[src/hw/rtl/assert_macros.svh]
// ----------------------------------------------------------------------------
// Assertion macros
// Shared concurrent assertion forms for the distance core RTL.
// ----------------------------------------------------------------------------
`ifndef ASSERT_MACROS_SVH
`define ASSERT_MACROS_SVH

// Same-cycle implication.
`define ASSERT_IMPLY(name, clk, rst, ante, cons) \
  name: assert property (@(posedge clk) disable iff (rst) (ante) |-> (cons)) \
    else $error("same-cycle check failed");

// Next-cycle implication.
`define ASSERT_NEXT(name, clk, rst, ante, cons) \
  name: assert property (@(posedge clk) disable iff (rst) (ante) |=> (cons)) \
    else $error("next-cycle check failed");

`endif

[src/hw/rtl/pvd_pkg.sv]
// ----------------------------------------------------------------------------
// pvd_pkg
// Widths, metric codes, step counts and the request/response types of the
// shared divide and square-root unit.
// ----------------------------------------------------------------------------
package pvd_pkg;

  localparam int MAX_COLUMNS = 1024;
  localparam int CNT_W       = $clog2(MAX_COLUMNS + 1);
  localparam int VAL_W       = 32;
  localparam int DIFF_W      = 32;
  localparam int SUM_W       = 33;
  localparam int ACC_W       = 64;
  localparam int PROD_W      = 64;
  localparam int MUL_W       = 32;
  localparam int DIST_W      = 48;
  localparam int FRAC_W      = 16;
  localparam int PART_W      = MUL_W + CNT_W;
  localparam int SCALE_W     = ACC_W + CNT_W;
  localparam int WORK_W      = ACC_W + FRAC_W;
  localparam int ROOT_W      = WORK_W / 2;
  localparam int REM_W       = ROOT_W + 3;
  localparam int STEP_W      = $clog2(WORK_W + 1);

  localparam logic [2:0] METRIC_EUCLID  = 3'd0;
  localparam logic [2:0] METRIC_MAXIMUM = 3'd1;
  localparam logic [2:0] METRIC_MANHATT = 3'd2;
  localparam logic [2:0] METRIC_CANBERRA = 3'd3;
  localparam logic [2:0] METRIC_BINARY  = 3'd4;

  localparam logic OP_DIV  = 1'b0;
  localparam logic OP_ROOT = 1'b1;

  localparam logic [STEP_W-1:0] CANB_STEPS  = STEP_W'(DIFF_W + FRAC_W);
  localparam logic [STEP_W-1:0] BIN_STEPS   = STEP_W'(CNT_W + FRAC_W);
  localparam logic [STEP_W-1:0] SCALE_STEPS = STEP_W'(SCALE_W);
  localparam logic [STEP_W-1:0] ROOT_STEPS  = STEP_W'(ROOT_W);

  localparam logic [DIST_W-1:0] DIST_MAX = '1;

  typedef struct packed {
    logic              start;
    logic              op;
    logic [STEP_W-1:0] steps;
    logic [WORK_W-1:0] operand;
    logic [SUM_W-1:0]  divisor;
  } pvd_req_t;

  typedef struct packed {
    logic             done;
    logic             overflow;
    logic [ACC_W-1:0] value;
  } pvd_resp_t;

endpackage

[src/hw/rtl/pvd_divsqrt.sv]
// ----------------------------------------------------------------------------
// pvd_divsqrt
// Shared restoring divider and square-root unit: one compare-subtract per
// cycle, one quotient or root bit per step, operand left-aligned by caller.
// ----------------------------------------------------------------------------
`include "assert_macros.svh"

module pvd_divsqrt (
  input  logic                 clk,
  input  logic                 rst,
  input  pvd_pkg::pvd_req_t    req,
  output pvd_pkg::pvd_resp_t   resp
);

  logic                         busy;
  logic                         done;
  logic                         op;
  logic [pvd_pkg::STEP_W-1:0]   count;
  logic [pvd_pkg::REM_W-1:0]    rem;
  logic [pvd_pkg::WORK_W-1:0]   work;
  logic [pvd_pkg::ROOT_W-1:0]   root;
  logic [pvd_pkg::SUM_W-1:0]    divisor;
  logic [pvd_pkg::REM_W-1:0]    minuend;
  logic [pvd_pkg::REM_W-1:0]    subtrahend;
  logic [pvd_pkg::REM_W:0]      diff;
  logic                         fits;
  logic                         last_step;
  logic                         launch;

  assign launch    = req.start && !busy;
  assign last_step = busy && (count == pvd_pkg::STEP_W'(1));

  always_comb begin
    if (op == pvd_pkg::OP_ROOT) begin
      minuend    = {rem[pvd_pkg::REM_W-3:0], work[pvd_pkg::WORK_W-1 -: 2]};
      subtrahend = pvd_pkg::REM_W'({root, 2'b01});
    end else begin
      minuend    = {rem[pvd_pkg::REM_W-2:0], work[pvd_pkg::WORK_W-1]};
      subtrahend = pvd_pkg::REM_W'(divisor);
    end
    diff = {1'b0, minuend} - {1'b0, subtrahend};
    fits = !diff[pvd_pkg::REM_W];
  end

  always_ff @(posedge clk) begin
    if (rst) begin
      busy  <= 1'b0;
      done  <= 1'b0;
      count <= '0;
    end else begin
      done <= last_step;
      if (launch) begin
        busy  <= 1'b1;
        count <= req.steps;
      end else if (busy) begin
        count <= count - pvd_pkg::STEP_W'(1);
        if (last_step) begin
          busy <= 1'b0;
        end
      end
    end
  end

  always_ff @(posedge clk) begin
    if (launch) begin
      op      <= req.op;
      work    <= req.operand;
      rem     <= '0;
      root    <= '0;
      divisor <= req.divisor;
    end else if (busy) begin
      rem <= fits ? diff[pvd_pkg::REM_W-1:0] : minuend;
      if (op == pvd_pkg::OP_ROOT) begin
        work <= {work[pvd_pkg::WORK_W-3:0], 2'b00};
        root <= {root[pvd_pkg::ROOT_W-2:0], fits};
      end else begin
        work <= {work[pvd_pkg::WORK_W-2:0], fits};
      end
    end
  end

  assign resp.done     = done;
  assign resp.overflow = (op == pvd_pkg::OP_DIV) &&
                         (|work[pvd_pkg::WORK_W-1:pvd_pkg::ACC_W]);
  assign resp.value    = (op == pvd_pkg::OP_ROOT) ? pvd_pkg::ACC_W'(root)
                                                  : work[pvd_pkg::ACC_W-1:0];

  `ASSERT_IMPLY(a_start_when_free, clk, rst, req.start, !busy)
  `ASSERT_NEXT(a_done_after_last, clk, rst, last_step, done && !busy)

endmodule

[src/hw/rtl/pairwise_vector_distance_core.sv]
// ----------------------------------------------------------------------------
// pairwise_vector_distance_core
// Accumulates one distance between two vectors of signed Q16.16 coordinate
// pairs and emits an unsigned Q32.16 result on the last pair.
// ----------------------------------------------------------------------------
// Pairs arrive one transfer at a time; the metric register (0 Euclidean,
// 1 maximum, 2 Manhattan, 3 Canberra, 4 binary) must be written while the
// core is idle. The core takes one pair at a time and holds item_stall high
// while it works: a pair passes ST_IDLE and ST_TERM (Euclidean adds ST_SQ,
// Canberra waits in ST_CAN_WAIT while the shared restoring divide/root unit
// makes one quotient bit per cycle for the 48-bit term division). The last
// pair adds the finishing work on that same unit: the sum rescaling (two
// 32x11 multiplies and a 75-step divide), then the Euclidean square root, or
// the binary ratio. A finished result waits in an output register, so a new
// vector can start while it is not yet taken.

`include "assert_macros.svh"

module pairwise_vector_distance_core (
  input  logic                        clk,
  input  logic                        rst,
  input  logic                        cfg_wr_en,
  input  logic [2:0]                  cfg_wr_data,
  input  logic                        item_valid,
  output logic                        item_stall,
  input  logic signed [pvd_pkg::VAL_W-1:0] value_a,
  input  logic signed [pvd_pkg::VAL_W-1:0] value_b,
  input  logic                        missing_a,
  input  logic                        missing_b,
  input  logic                        last_element,
  output logic                        result_valid,
  input  logic                        result_stall,
  output logic [pvd_pkg::DIST_W-1:0]  distance,
  output logic                        result_missing,
  output logic                        saturated
);

  localparam logic [3:0] ST_IDLE       = 4'd0;
  localparam logic [3:0] ST_TERM       = 4'd1;
  localparam logic [3:0] ST_SQ         = 4'd2;
  localparam logic [3:0] ST_CAN_WAIT   = 4'd3;
  localparam logic [3:0] ST_FINAL      = 4'd4;
  localparam logic [3:0] ST_SCALE_LO   = 4'd5;
  localparam logic [3:0] ST_SCALE_HI   = 4'd6;
  localparam logic [3:0] ST_SCALE_SUM  = 4'd7;
  localparam logic [3:0] ST_SCALE_WAIT = 4'd8;
  localparam logic [3:0] ST_ROOT_WAIT  = 4'd9;
  localparam logic [3:0] ST_BIN_WAIT   = 4'd10;
  localparam logic [3:0] ST_EMIT       = 4'd11;

  logic [3:0]                    state;
  logic [2:0]                    metric;
  logic [pvd_pkg::ACC_W-1:0]     accumulator;
  logic [pvd_pkg::CNT_W-1:0]     element_count;
  logic [pvd_pkg::CNT_W-1:0]     used_count;
  logic [pvd_pkg::CNT_W-1:0]     union_count;
  logic [pvd_pkg::CNT_W-1:0]     mismatch_count;
  logic [pvd_pkg::DIFF_W-1:0]    largest_difference;
  logic                          any_usable;

  logic [pvd_pkg::DIFF_W-1:0]    d_q;
  logic [pvd_pkg::SUM_W-1:0]     s_q;
  logic                          a_nz;
  logic                          b_nz;
  logic                          miss_q;
  logic                          last_q;
  logic [pvd_pkg::PROD_W-1:0]    prod;
  logic [pvd_pkg::PART_W-1:0]    scaled;
  logic [pvd_pkg::ACC_W-1:0]     val;
  logic                          na_q;
  logic                          ov_q;

  logic [pvd_pkg::SUM_W-1:0]     a_ext;
  logic [pvd_pkg::SUM_W-1:0]     b_ext;
  logic [pvd_pkg::SUM_W-1:0]     diff_ab;
  logic [pvd_pkg::SUM_W-1:0]     mag_a;
  logic [pvd_pkg::SUM_W-1:0]     mag_b;
  logic [pvd_pkg::DIFF_W-1:0]    d_in;
  logic [pvd_pkg::SUM_W-1:0]     s_in;

  logic                          counting;
  logic                          usable;
  logic [3:0]                    after_term;
  logic [pvd_pkg::MUL_W-1:0]     mul_a;
  logic [pvd_pkg::MUL_W-1:0]     mul_b;
  logic [pvd_pkg::ACC_W-1:0]     addend;
  logic [pvd_pkg::ACC_W:0]       acc_sum;
  logic [pvd_pkg::ACC_W-1:0]     acc_sat;
  logic [pvd_pkg::SCALE_W-1:0]   scaled_sum;
  logic [pvd_pkg::ACC_W-1:0]     scale_val;
  logic                          emit_load;
  logic [pvd_pkg::DIST_W-1:0]    emit_distance;
  logic                          emit_missing;
  logic                          emit_saturated;

  pvd_pkg::pvd_req_t             req;
  pvd_pkg::pvd_resp_t            resp;

  pvd_divsqrt u_divsqrt (
    .clk  (clk),
    .rst  (rst),
    .req  (req),
    .resp (resp)
  );

  assign item_stall = (state != ST_IDLE);

  // Pair front end: |a-b| and |a|+|b|.
  always_comb begin
    a_ext   = {value_a[pvd_pkg::VAL_W-1], value_a};
    b_ext   = {value_b[pvd_pkg::VAL_W-1], value_b};
    diff_ab = a_ext - b_ext;
    mag_a   = a_ext[pvd_pkg::SUM_W-1] ? (~a_ext + pvd_pkg::SUM_W'(1)) : a_ext;
    mag_b   = b_ext[pvd_pkg::SUM_W-1] ? (~b_ext + pvd_pkg::SUM_W'(1)) : b_ext;
    if (diff_ab[pvd_pkg::SUM_W-1]) begin
      d_in = pvd_pkg::DIFF_W'(~diff_ab + pvd_pkg::SUM_W'(1));
    end else begin
      d_in = diff_ab[pvd_pkg::DIFF_W-1:0];
    end
    s_in = mag_a + mag_b;
  end

  assign counting   = element_count < pvd_pkg::CNT_W'(pvd_pkg::MAX_COLUMNS);
  assign usable     = counting && !miss_q;
  assign after_term = last_q ? ST_FINAL : ST_IDLE;

  assign scaled_sum = {prod[pvd_pkg::PART_W-1:0], {pvd_pkg::MUL_W{1'b0}}} +
                      pvd_pkg::SCALE_W'(scaled);
  assign scale_val  = resp.overflow ? '1 : resp.value;

  always_comb begin
    unique case (state)
      ST_SCALE_LO: begin
        mul_a = accumulator[pvd_pkg::MUL_W-1:0];
        mul_b = pvd_pkg::MUL_W'(element_count);
      end
      ST_SCALE_HI: begin
        mul_a = accumulator[pvd_pkg::ACC_W-1:pvd_pkg::MUL_W];
        mul_b = pvd_pkg::MUL_W'(element_count);
      end
      default: begin
        mul_a = d_q;
        mul_b = d_q;
      end
    endcase
  end

  always_comb begin
    unique case (state)
      ST_SQ:       addend = pvd_pkg::ACC_W'(prod[pvd_pkg::PROD_W-1:pvd_pkg::FRAC_W]);
      ST_CAN_WAIT: addend = resp.value;
      default:     addend = pvd_pkg::ACC_W'(d_q);
    endcase
    acc_sum = {1'b0, accumulator} + {1'b0, addend};
    acc_sat = acc_sum[pvd_pkg::ACC_W] ? '1 : acc_sum[pvd_pkg::ACC_W-1:0];
  end

  // Launch requests on the shared unit.
  always_comb begin
    req = '0;
    unique case (state)
      ST_TERM: begin
        if (usable && metric == pvd_pkg::METRIC_CANBERRA && s_q != '0) begin
          req.start   = 1'b1;
          req.op      = pvd_pkg::OP_DIV;
          req.steps   = pvd_pkg::CANB_STEPS;
          req.operand = {d_q, {(pvd_pkg::WORK_W - pvd_pkg::DIFF_W){1'b0}}};
          req.divisor = s_q;
        end
      end
      ST_FINAL: begin
        if (metric == pvd_pkg::METRIC_BINARY && used_count != '0 &&
            union_count != '0) begin
          req.start   = 1'b1;
          req.op      = pvd_pkg::OP_DIV;
          req.steps   = pvd_pkg::BIN_STEPS;
          req.operand = {mismatch_count,
                         {(pvd_pkg::WORK_W - pvd_pkg::CNT_W){1'b0}}};
          req.divisor = pvd_pkg::SUM_W'(union_count);
        end
      end
      ST_SCALE_SUM: begin
        req.start   = 1'b1;
        req.op      = pvd_pkg::OP_DIV;
        req.steps   = pvd_pkg::SCALE_STEPS;
        req.operand = {scaled_sum, {(pvd_pkg::WORK_W - pvd_pkg::SCALE_W){1'b0}}};
        req.divisor = pvd_pkg::SUM_W'(used_count);
      end
      ST_SCALE_WAIT: begin
        if (resp.done && metric == pvd_pkg::METRIC_EUCLID) begin
          req.start   = 1'b1;
          req.op      = pvd_pkg::OP_ROOT;
          req.steps   = pvd_pkg::ROOT_STEPS;
          req.operand = {scale_val, {pvd_pkg::FRAC_W{1'b0}}};
        end
      end
      default: begin
      end
    endcase
  end

  assign emit_load = (state == ST_EMIT) && (!result_valid || !result_stall);

  always_comb begin
    if (na_q) begin
      emit_distance  = '0;
      emit_missing   = 1'b1;
      emit_saturated = 1'b0;
    end else if (ov_q || (|val[pvd_pkg::ACC_W-1:pvd_pkg::DIST_W])) begin
      emit_distance  = pvd_pkg::DIST_MAX;
      emit_missing   = 1'b0;
      emit_saturated = 1'b1;
    end else begin
      emit_distance  = val[pvd_pkg::DIST_W-1:0];
      emit_missing   = 1'b0;
      emit_saturated = 1'b0;
    end
  end

  always_ff @(posedge clk) begin
    if (rst) begin
      state              <= ST_IDLE;
      metric             <= pvd_pkg::METRIC_EUCLID;
      accumulator        <= '0;
      element_count      <= '0;
      used_count         <= '0;
      union_count        <= '0;
      mismatch_count     <= '0;
      largest_difference <= '0;
      any_usable         <= 1'b0;
      result_valid       <= 1'b0;
    end else begin
      if (cfg_wr_en) begin
        metric <= cfg_wr_data;
      end
      if (emit_load) begin
        result_valid <= 1'b1;
      end else if (result_valid && !result_stall) begin
        result_valid <= 1'b0;
      end

      unique case (state)
        ST_IDLE: begin
          if (item_valid) begin
            state <= ST_TERM;
          end
        end
        ST_TERM: begin
          if (counting) begin
            element_count <= element_count + pvd_pkg::CNT_W'(1);
          end
          if (usable && metric == pvd_pkg::METRIC_EUCLID) begin
            state <= ST_SQ;
          end else if (usable && metric == pvd_pkg::METRIC_CANBERRA && s_q != '0) begin
            state <= ST_CAN_WAIT;
          end else begin
            state <= after_term;
          end
          if (usable) begin
            any_usable <= 1'b1;
            unique case (metric)
              pvd_pkg::METRIC_MAXIMUM: begin
                if (d_q > largest_difference) begin
                  largest_difference <= d_q;
                end
                used_count <= used_count + pvd_pkg::CNT_W'(1);
              end
              pvd_pkg::METRIC_MANHATT: begin
                accumulator <= acc_sat;
                used_count  <= used_count + pvd_pkg::CNT_W'(1);
              end
              pvd_pkg::METRIC_BINARY: begin
                used_count <= used_count + pvd_pkg::CNT_W'(1);
                if (a_nz || b_nz) begin
                  union_count <= union_count + pvd_pkg::CNT_W'(1);
                  if (!(a_nz && b_nz)) begin
                    mismatch_count <= mismatch_count + pvd_pkg::CNT_W'(1);
                  end
                end
              end
              default: begin
              end
            endcase
          end
        end
        ST_SQ: begin
          accumulator <= acc_sat;
          used_count  <= used_count + pvd_pkg::CNT_W'(1);
          state       <= after_term;
        end
        ST_CAN_WAIT: begin
          if (resp.done) begin
            accumulator <= acc_sat;
            used_count  <= used_count + pvd_pkg::CNT_W'(1);
            state       <= after_term;
          end
        end
        ST_FINAL: begin
          unique case (metric)
            pvd_pkg::METRIC_EUCLID,
            pvd_pkg::METRIC_MANHATT,
            pvd_pkg::METRIC_CANBERRA: begin
              state <= (used_count == '0) ? ST_EMIT : ST_SCALE_LO;
            end
            pvd_pkg::METRIC_BINARY: begin
              if (used_count != '0 && union_count != '0) begin
                state <= ST_BIN_WAIT;
              end else begin
                state <= ST_EMIT;
              end
            end
            default: begin
              state <= ST_EMIT;
            end
          endcase
        end
        ST_SCALE_LO: begin
          state <= ST_SCALE_HI;
        end
        ST_SCALE_HI: begin
          state <= ST_SCALE_SUM;
        end
        ST_SCALE_SUM: begin
          state <= ST_SCALE_WAIT;
        end
        ST_SCALE_WAIT: begin
          if (resp.done) begin
            state <= (metric == pvd_pkg::METRIC_EUCLID) ? ST_ROOT_WAIT : ST_EMIT;
          end
        end
        ST_ROOT_WAIT, ST_BIN_WAIT: begin
          if (resp.done) begin
            state <= ST_EMIT;
          end
        end
        ST_EMIT: begin
          if (emit_load) begin
            accumulator        <= '0;
            element_count      <= '0;
            used_count         <= '0;
            union_count        <= '0;
            mismatch_count     <= '0;
            largest_difference <= '0;
            any_usable         <= 1'b0;
            state              <= ST_IDLE;
          end
        end
        default: begin
          state <= ST_IDLE;
        end
      endcase
    end
  end

  always_ff @(posedge clk) begin
    prod <= pvd_pkg::PROD_W'(mul_a) * pvd_pkg::PROD_W'(mul_b);
    if (state == ST_IDLE && item_valid) begin
      d_q    <= d_in;
      s_q    <= s_in;
      a_nz   <= (value_a != '0);
      b_nz   <= (value_b != '0);
      miss_q <= missing_a || missing_b;
      last_q <= last_element;
    end
    if (state == ST_SCALE_HI) begin
      scaled <= prod[pvd_pkg::PART_W-1:0];
    end
    if (state == ST_FINAL) begin
      ov_q <= (accumulator == '1);
      unique case (metric)
        pvd_pkg::METRIC_EUCLID,
        pvd_pkg::METRIC_MANHATT,
        pvd_pkg::METRIC_CANBERRA,
        pvd_pkg::METRIC_BINARY: begin
          na_q <= (used_count == '0);
          val  <= '0;
        end
        pvd_pkg::METRIC_MAXIMUM: begin
          na_q <= !any_usable;
          val  <= pvd_pkg::ACC_W'(largest_difference);
        end
        default: begin
          na_q <= 1'b1;
          val  <= '0;
        end
      endcase
    end
    if (state == ST_SCALE_WAIT && resp.done) begin
      val  <= scale_val;
      ov_q <= ov_q || resp.overflow;
    end
    if ((state == ST_ROOT_WAIT || state == ST_BIN_WAIT) && resp.done) begin
      val <= resp.value;
    end
    if (emit_load) begin
      distance       <= emit_distance;
      result_missing <= emit_missing;
      saturated      <= emit_saturated;
    end
  end

  `ASSERT_IMPLY(a_used_le_elements, clk, rst, 1'b1, used_count <= element_count)
  `ASSERT_IMPLY(a_binary_counts, clk, rst, 1'b1, mismatch_count <= union_count && union_count <= used_count)
  `ASSERT_IMPLY(a_na_result_clean, clk, rst, result_valid && result_missing, distance == '0 && !saturated)
  `ASSERT_NEXT(a_accept_holds_off, clk, rst, item_valid && !item_stall, item_stall)

endmodule

[config.mk]
export PLATFORM = sky130hd
export DESIGN_NAME = pairwise_vector_distance_core
export DESIGN_NICKNAME = d
export VERILOG_FILES = /design/src/hw/rtl/pvd_pkg.sv /design/src/hw/rtl/pvd_divsqrt.sv /design/src/hw/rtl/pairwise_vector_distance_core.sv
export VERILOG_INCLUDE_DIRS = /design/src /design/src/hw/rtl
export SDC_FILE = /design/constraint.sdc
export NUM_CORES = 2
export LEC_CHECK = 0
export BUFFER_PORTS_ARGS = -buffer_cell sky130_fd_sc_hd__buf_4
export CORE_ASPECT_RATIO = 0.75
export CORE_MARGIN = 2
export CORE_UTILIZATION = 57
export DETAILED_ROUTE_END_ITERATION = 10
export HOLD_SLACK_MARGIN = 0.08
export PLACE_DENSITY = 0.78
export SYNTH_ARGS = -nofsm -noshare
export SYNTH_HDL_FRONTEND = slang
export SYNTH_HIERARCHICAL = 1
export SYNTH_SLANG_ARGS = --single-unit
[constraint.sdc]
create_clock -name clk -period 23.7 [get_ports clk]
set_input_delay 0 -clock clk [delete_from_list [all_inputs] [get_ports clk]]
set_output_delay 0 -clock clk [all_outputs]
set_load 0.01 [all_outputs]
==> key figures <==
Detailed routing
  – Router iterations before antenna repair: 11
  – Drt total wl: 277 mm
  – Remaining antenna violation count after routing: 0
  – Starting DRT DRC Count: 9938
  – DR vias/cell: 6.42
  – DRC: 13
  – Detailed-route via count: roughly 65000
  – Routed wire per std cell: 27.2 um

Floorplan
  – # IOs: 127
  – Die height: 317 um
  – Die area: 0.133 mm2
  – Die span in x: 421 um
  – Initial Utilization: 57.6%
  – CORE AREA: between 0.1 and 0.15 mm2
  – Row count: 114

GRT
  – First-pass GRT wire length: roughly 410 mm
  – Antenna violations before repair: 21
  – Largest net degree at the start of global routing: 237
  – Grt ovf: 0
  – Total GRT Usage: 41.1%
  – Vias in the first global route: approximately 62000

Critical path
  – Crit-path max cell delay: around 1.1 ns
  – Crit Path Max Fanout: 76
  – CP dominant cell by count: fa_1
  – WS Path Type: reg2reg
  – Register-to-Register Path Depth: 33
  – Slowest-stage cell, CP: a2111oi_2
  – R2R Path End: prod[61]
  – Internal reg-to-reg setup slack: between 10 and 15 ns
  – Worst Setup End Kind: flop
  – Crit path depth: 33
  – CP top delay family: adder cells
  – Startpoint Class: flop
  – Crit path required time: 24.29 ns
  – Crit path DAT: 13.09 ns
  – Worst path bufs/invs: 7
  – R2R Path Start: state[0]

STA
  – Final Hold Viols: 0
  – Unrepaired setup endpoints after global routing: no
  – Post-layout minimum cycle time: around 13 ns
  – Final setup fails: 0
  – Maximum clock frequency: 0.0800 GHz
  – Final TNS setup: 0 ns
  – Worst-margin pin slew: 1.38 ns
  – Max-slew violations: 0
  – Headroom to the max-slew limit: 8.10%
  – Skew final: roughly 0.052 ns
  – Period utilisation layout: 52.7%

CTS
  – Total CTS buffers: 59
  – Reg clk slew, reported paths: 0.07 ns
  – Number of sinks on the clock net: 645
  – Clk_lat worst skew: 0.69 ns
  – TritonCTS clock tree: yes
  – Post-cts gate resize count: 0
  – Max Root-Sink Buffers: 3
  – Root buf cell: clkbuf_16
  – Htree depth: 2

Hold path
  – Worst hold path endpoint: last_q
  – HP Class: in2reg
  – Hold Path Origin: last_element
  – Hold Path Stages: 2

Run status
  – Outcome: finished, violations left
  – Failing checks: DRC

Synthesis
  – Predominant post-synthesis flop cell: edfxtp_1
  – Yosys reg bits: 645
  – Syn_area_per_cell: 8.79 um2
  – Ys async rst share: 0%
  – Sequential element share of the synthesized area: 21.9%
  – Post-synth EDFFs: 341
  – Synth top area cells: fa_1, edfxtp_1, ha_1, dfxtp_1, inv_1
  – Top cells by count, synth: inv_1, nand2_1, fa_1, nor2_1, ha_1
  – Share of the synthesized area in the top cell type: 24.2%
  – Post-Synthesis Cells: 8466
  – Synthesized area: 0.0744 mm2
  – Cell taking the most area after synthesis: fa_1
  – Library cells used by synthesis: 103
  – Most numerous cell in the Yosys netlist: inv_1
  – Synth Warn #: 6

Final layout
  – Finished Core Util: 61.6%
  – Area delta synth->final: 6.97%
  – Final net count: 9842
  – Multi-input gate area: 0.0520 mm2
  – Share of cells above drive strength 1: 6.69%
  – Seq. cell area: 0.0163 mm2
  – Fill count: roughly 11000

Job
  – Max-Cap Viols: 0

Place
  – IO buf count: 126
  – GPL Wtd Cong: 1.10
  – HPWL Detailed: 215 mm
-- placed cells by master, fill, tap and decap left out, types with 38 or more instances in the layout --
cell type / Yosys / layout
a21o_1: 220 / 220
a21oi_1: 427 / 422
a221oi_1: 40 / 38
a31oi_1: 38 / 38
a41oi_1: 42 / 41
and2_1: 64 / 64
and3_1: 331 / 330
buf_4: 4 / 290
clkbuf_16: 0 / 61
dfxtp_1: 304 / 304
dlygate4sd3_1: 0 / 55
edfxtp_1: 341 / 341
fa_1: 901 / 901
ha_1: 487 / 487
inv_1: 1150 / 1148
mux2_2: 70 / 70
mux2i_1: 133 / 129
nand2_1: 1019 / 1018
nand2b_1: 42 / 42
nand3_1: 95 / 95
nand4_1: 88 / 88
nor2_1: 672 / 666
nor2b_1: 74 / 72
nor3_1: 61 / 58
o21a_1: 48 / 48
o21ai_0: 383 / 381
o21bai_1: 44 / 44
o22ai_1: 71 / 71
xnor2_1: 262 / 262
xor2_1: 109 / 109
-- routing by layer --
| layer | routed length [um] | share of wire (%) | GRT usage (%) |
|---|---|---|---|
| met2 | 107000 | 38 | 55.2 |
| met4 | 14000 | 5.0 | 16.7 |
| met5 | 307 | 0.11 | 1.32 |
| met3 | 46100 | 17 | 18.7 |
| met1 | 110000 | 40 | 57.1 |
-- per-stage QoR --
step / setup WS, ns / instance area, um2 / hold WS (ns) / cells
2_1_floorplan: 14.01 / 74400 / 0.0989 / 8471
3_3_place_gp: 12.11 / 77100 / 0.245 / 10000
3_5_place_dp: 11.81 / 77100 / 0.243 / 10000
4_1_cts: 11.76 / 79500 / 0.0820 / 10200
5_1_grt: 10.67 / 79600 / 0.117 / 10200
6_report: 11.20 / 79600 / 0.108 / 10200
-- state kept, by name, indices dropped and copies added, names as in the netlist, 3 cells and up --
signal,flops
distance,48
mismatch_count,11
u_divsqrt/divisor,33
scaled,43
s_q,32
largest_difference,32
d_q,32
u_divsqrt/work,80
prod,64
u_divsqrt/rem,42
state,4
accumulator,64
union_count,11
metric,3
u_divsqrt/root,40
u_divsqrt/count,7
used_count,11
element_count,11
val,64
-- cells by family after synthesis --
family | share of synthesized area [%]
xor+xnor | 4.37
mux | 2.85
compound gates | 14.0
other cells | 0.00504
simple gates | 16.0
flops | 21.9
buf+inv | 8.40
fa+ha+maj | 32.4
-- layout make-up --
| class | count | share of cell area (%) |
|---|---|---|
| multi-input cells | 6170 | 65.3 |
| flip-flops and latches | 645 | 20.5 |
| inverters | 1156 | 5.45 |
| repair buffers | 347 | 3.48 |
| well taps | 1740 | 2.74 |
| clock buffers | 80 | 2.10 |
| clock inverters | 30 | 0.316 |
| diodes | 20 | 0.0629 |
-- worst max path at each step --
stage	from	end
global placement	state[0]	prod[61]
detailed placement	state[0]	prod[61]
CTS	state[0]	prod[61]
finish	state[0]	prod[61]
global route	state[0]	prod[59]
floorplan	state[1]	prod[63]
-- timing repair --
action / in CTS / in global routing
endpoints found under the hold margin: 50 / 0
buffers inserted: 0 / 0
endpoints found under the setup margin: 0 / 0
hold buffers: 55 / 0
Power is not shown: default switching activity piles up to over one toggle a cycle in this logic, so the estimate is an artifact.
